`src/rtl/hfb_pkg.sv`:
```
// ----------------------------------------------------------------------------
// hfb_pkg
// shared constants, lane control struct and helpers for the scaled
// forward/backward block
// ----------------------------------------------------------------------------
package hfb_pkg;

	localparam int MAX_STATES = 4;
	localparam int NUM_LANES  = 4;
	localparam int KCAP       = (MAX_STATES < NUM_LANES) ? MAX_STATES : NUM_LANES;

	localparam logic [31:0] LN2_Q32   = 32'd2977044472;
	localparam logic signed [39:0] SAT_MAX = 40'sh7f_ffff_ffff;
	localparam logic signed [39:0] SAT_MIN = -40'sh80_0000_0000;

	localparam logic [5:0] FRAC_INT = 6'd0;
	localparam logic [5:0] FRAC_VEC = 6'd31;
	localparam logic [5:0] FRAC_RAW = 6'd40;

	localparam logic [2:0] REG_NUM_STATES = 3'd0;
	localparam logic [2:0] REG_INIT       = 3'd1;
	localparam logic [2:0] REG_TROW0      = 3'd2;
	localparam logic [2:0] REG_TROW1      = 3'd3;
	localparam logic [2:0] REG_TROW2      = 3'd4;
	localparam logic [2:0] REG_TROW3      = 3'd5;

	localparam logic CMD_FWD = 1'b0;
	localparam logic CMD_BWD = 1'b1;

	typedef struct packed {
		logic q_step;
		logic mac;
		logic fin;
		logic binit;
		logic zclr;
		logic div_start;
		logic log_raw;
		logic log_vec;
		logic cmd;
		logic sop;
	} lane_ctl_t;

	// uniform starting vector 1/k in UQ1.31
	function automatic logic [31:0] vinit_of(input logic [2:0] k);
		case (k)
			3'd2:    vinit_of = 32'd1073741824;
			3'd3:    vinit_of = 32'd715827882;
			3'd4:    vinit_of = 32'd536870912;
			default: vinit_of = 32'd2147483648;
		endcase
	endfunction

	function automatic logic signed [39:0] sat40(input logic signed [40:0] v);
		if (v > 41'(SAT_MAX))
			sat40 = SAT_MAX;
		else if (v < 41'(SAT_MIN))
			sat40 = SAT_MIN;
		else
			sat40 = v[39:0];
	endfunction

endpackage

```
`src/rtl/hfb_log.sv`:
```
// ----------------------------------------------------------------------------
// hfb_log
// iterative natural log: normalise, 24 squaring steps, scale by ln 2
// ----------------------------------------------------------------------------
module hfb_log (
	input  logic                clk,
	input  logic                arst_n,
	input  logic                start,
	input  logic [63:0]         x,
	input  logic [5:0]          frac,
	output logic                busy,
	output logic signed [39:0]  result
);
	import hfb_pkg::*;

	localparam logic [2:0] L_IDLE = 3'd0;
	localparam logic [2:0] L_NORM = 3'd1;
	localparam logic [2:0] L_SQ   = 3'd2;
	localparam logic [2:0] L_MUL  = 3'd3;
	localparam logic [2:0] L_RND  = 3'd4;

	logic [2:0]         state_q;
	logic [63:0]        xs_q;
	logic [5:0]         n_q;
	logic [5:0]         f_q;
	logic [31:0]        m_q;
	logic [23:0]        bits_q;
	logic [4:0]         cnt_q;
	logic signed [64:0] prod_q;
	logic signed [39:0] result_q;

	logic [63:0]        sq;
	logic [32:0]        t;
	logic [7:0]         nf;
	logic signed [31:0] lword;
	logic signed [64:0] rnd;

	always_comb begin
		sq    = 64'(m_q) * 64'(m_q);
		t     = sq[63:31];
		nf    = 8'(n_q) - 8'(f_q);
		lword = $signed({nf, bits_q});
		rnd   = prod_q + (65'sd1 <<< 39);
	end

	always_ff @(posedge clk or negedge arst_n) begin
		if (!arst_n) begin
			state_q <= L_IDLE;
		end else begin
			case (state_q)
				L_IDLE: begin
					if (start) begin
						xs_q    <= x;
						n_q     <= 6'd63;
						f_q     <= frac;
						bits_q  <= '0;
						cnt_q   <= '0;
						state_q <= L_NORM;
					end
				end
				L_NORM: begin
					// coarse then fine leading-zero walk
					if (xs_q != '0 && xs_q[63:48] == '0) begin
						xs_q <= xs_q << 16;
						n_q  <= n_q - 6'd16;
					end else if (xs_q != '0 && !xs_q[63]) begin
						xs_q <= xs_q << 1;
						n_q  <= n_q - 6'd1;
					end else begin
						m_q     <= xs_q[63:32];
						state_q <= L_SQ;
					end
				end
				L_SQ: begin
					bits_q <= {bits_q[22:0], t[32]};
					m_q    <= t[32] ? t[32:1] : t[31:0];
					cnt_q  <= cnt_q + 5'd1;
					if (cnt_q == 5'd23)
						state_q <= L_MUL;
				end
				L_MUL: begin
					prod_q  <= 65'(lword) * $signed({33'd0, LN2_Q32});
					state_q <= L_RND;
				end
				L_RND: begin
					result_q <= 40'($signed(rnd[64:40]));
					state_q  <= L_IDLE;
				end
				default: state_q <= L_IDLE;
			endcase
		end
	end

	assign busy   = (state_q != L_IDLE);
	assign result = result_q;

endmodule

```
`config.mk`:
```
export PLATFORM = sky130hd
export DESIGN_NAME = hfb_log
export DESIGN_NICKNAME = d
export VERILOG_FILES = /design/src/rtl/hfb_pkg.sv /design/src/rtl/hfb_log.sv
export SDC_FILE = /design/constraint.sdc
export NUM_CORES = 2
export LEC_CHECK = 0
export BUFFER_PORTS_ARGS = -buffer_cell sky130_fd_sc_hd__buf_2
export CELL_PAD_IN_SITES_DETAIL_PLACEMENT = 1
export CELL_PAD_IN_SITES_GLOBAL_PLACEMENT = 1
export CORE_MARGIN = 1
export CORE_UTILIZATION = 55
export CTS_BUF_LIST = sky130_fd_sc_hd__clkbuf_2
export DETAILED_ROUTE_END_ITERATION = 16
export HOLD_SLACK_MARGIN = 0.02
export PLACE_DENSITY = 0.9
export SYNTH_ARGS = -nofsm -noshare
export SYNTH_HDL_FRONTEND = slang
export SYNTH_SLANG_ARGS = --single-unit
```
`constraint.sdc`:
```
create_clock -name clk -period 22.3 [get_ports clk]
set_input_delay 2.23 -clock clk [delete_from_list [all_inputs] [get_ports clk]]
set_output_delay 2.23 -clock clk [all_outputs]
set_load 0.02 [all_outputs]
```
==> results.tsv <==
stage	metric	value	unit
outcome	status	finished, final reports clean	
route	via_per_inst	6.11	
route	drtPass1Iterations	5	
synth	async_reset_ff_share	1.58	%
synth	synth.distinct_cells	80	
grt	grt.overflow.total	0	
clock_network	htreeDepth	4	
die	die_h	316	um
cells_and_area	fillers	10985	
cells_and_area	area_delta_synth_final	3.99	%
synth	synth_flop_cell	edfxtp_1	
synth	synth_seq_cells	190	
clock_network	cts_tree	yes	
grt	grt_use_total	41.1	%
setup_path	cpPeakStageDelay	680	ps
placed_design	dp_hpwl	162000	um
clock_network	cts_resized	0	
synth	syn_area	0.0541	sq mm
synth	synth_area_leaders	fa_1 (47%), ha_1 (13%), inv_1 (12%)	
die	fp.dieW	316	um
cells_and_area	final_cells	6862	
cells_and_area	layout-drive-gt1-share	4.10	%
route	wl_per_cell	28.7	um
die	row_count	114	
timing	tightestPinTransition	1260	ps
clock_network	cts_buffers	17	
setup_path	cp_max_fo	52	
timing	fin_skew	214	ps
route	wl	197000	um
synth	syn_nets	7436	
setup_path	reg2reg_from	n_q[0]	
clock_network	clock_path_buffers	2	
setup_path	cp_slowest_cell	buf_4	
setup_path	crit_required	23130	ps
synth	synth_common_cells	inv_1 (1,746), fa_1 (1,264), ha_1 (552), nand2_1 (497), and2_1 (193)	
placed_design	routabilityCongestion	0.980	
grt	antenna_found_initial	10	
synth	yosysMostFrequentCell	inv_1	
synth	synth-edff-count	187	
timing	rsz0062_at_grt	no	
setup_path	cp-startpoint	n_q[0]	
clock_network	ctsHoldBuffers	0	
setup_path	endpoint_kind	register	
timing	finalHoldViolCount	0	
grt	grt_pass1_wl	300000	um
route	dr.first_iter.drc_count	3256	
setup_path	r2r_setup_slack	12140	ps
placed_design	dp.cells	6823	
grt	grt_start_max_net_pins	89	
timing	setup_tns	0	ps
synth	yosysTopAreaCellShare	46.8	%
grt	grt_pass1_vias	50747	
route	drcViolationCount	0	
die	initial_core_util	55.7	%
cells_and_area	regArea	0.00569	sq mm
synth	synth_warnings	0	
setup_path	cp.arrival	10980	ps
die	ios	114	
die	dieArea	0.0995	sq mm
setup_path	cp_common_cell	fa_1	
timing	post-route-period-util	45.5	%
timing	setup_viol	0	
clock_network	cts_sinks	190	
cells_and_area	layout.nets	7455	
synth	syn_area_per_cell	9.75	sq um
synth	synth_top_cell_by_area	fa_1	
cells_and_area	multiInputGateArea	0.0412	sq mm
placed_design	port_buffers	113	
clock_network	clk_pin_slew	340	ps
clock_network	postCtsSetupRepairBufs	0	
timing	finalCriticalPeriod	10160	ps
clock_network	worstSkewPairLatency	1170	ps
timing	max_freq	98.5	MHz
die	core	0.0970	sq mm
setup_path	cp-start-kind	register	
synth	ys_seq_area_share	10.5	%
synth	synthCells	5547	
timing	slew_headroom	15.3	%
hold_path	worst_hold_path_type	reg -> reg	
run	maxCapViolCount	0	
clock_network	root_buffer	clkbuf_2	
timing	maxSlewViolCount	0	
route	vias	41916	
route	ant_nets	0	
setup_path	critPathKind	reg -> reg	
hold_path	worstHoldStart	state_q[2]	
## sequential cells by signal, summed over array words and instances (netlist names)
| signal | count |
|---|---|
| result | 25 |
| prod_q | 25 |
| xs_q | 64 |
| bits_q | 24 |
| cnt_q | 5 |
| f_q | 6 |
| m_q | 32 |
| state_q | 3 |
| n_q | 6 |
## layer usage
| metal | global-route usage [%] | part of all wire, % | vias up | wire [um] |
|---|---|---|---|---|
| met1 | 43.4 | 32 | 21420 | 63000 |
| met5 | 0.616 | 0.065 | - | 129 |
| met4 | 34.1 | 9.9 | 8 | 19400 |
| met3 | 11.9 | 9.7 | 1344 | 19100 |
| li1 | - | - | 16435 | - |
| met2 | 68.3 | 48 | 2709 | 95500 |
## worst max-delay path, delay by kind of cell (launching register included)
family                   cells  cell delay (ps)
adder cells (fa/ha/maj)     10             4490
AO/OA/AOI/OAI                8             2160
AND/OR/NAND/NOR              6             1320
buffers and inverters        7             1160
flip-flops                   1              490
XOR/XNOR                     2              310
## area by class of cell
class                      count  area share (%)
inverter                    1748            11.7
sequential                   190            10.1
tap                         1276            2.84
timing repair buffer         161            1.65
clock inverter                15           0.294
antenna                        7          0.0312
clock buffer                  17           0.151
multi-input combinational   3448            73.2
## layout by cell type (no fill, tap or decap), drive strengths merged, types with 74 or more instances in the layout
| cell type | instances |
|---|---|
| edfxtp | 187 |
| xnor2 | 74 |
| a21oi | 135 |
| buf | 161 |
| nand2 | 497 |
| nor2 | 174 |
| fa | 1264 |
| o21ai | 78 |
| inv | 1754 |
| ha | 552 |
| and2 | 193 |
## worst paths after layout
| kind | to | cells past startpoint |
|---|---|---|
| worst min register to register | state_q[0] | 1 |
| min in group asynchronous | state_q[1] | 1 |
| worst max register to register | prod_q[63] | 33 |
| worst max-delay path | prod_q[63] | 33 |
| worst min-delay path | state_q[0] | 1 |
| max in group asynchronous | state_q[2] | 1 |
## cells by family after synthesis
kind of cell,count (synthesis),synth area share [%]
AO/OA/AOI/OAI,443,5.33
XOR/XNOR,114,1.87
adder cells (fa/ha/maj),1816,59.6
buffers and inverters,1909,13.4
flip-flops,190,10.5
multiplexers,8,0.150
AND/OR/NAND/NOR,1067,9.14
## stage by stage
| step | hold slack (ps) | instance area (sq um) | utilization, % | setup slack (ps) |
|---|---|---|---|---|
| detailed placement | 575 | 55900 | 57.7 | 12390 |
| global route | 626 | 56200 | 57.9 | 11880 |
| floorplan | 489 | 54100 | - | 9000 |
| finish | 582 | 56200 | 58.0 | 12140 |
| CTS | 582 | 56200 | 57.9 | 12310 |
| global placement | 545 | 55900 | 57.7 | 12830 |
Power is left out: the tool's default activity adds up to more than one toggle a clock period on the data nets, which glitch-free logic cannot reach.
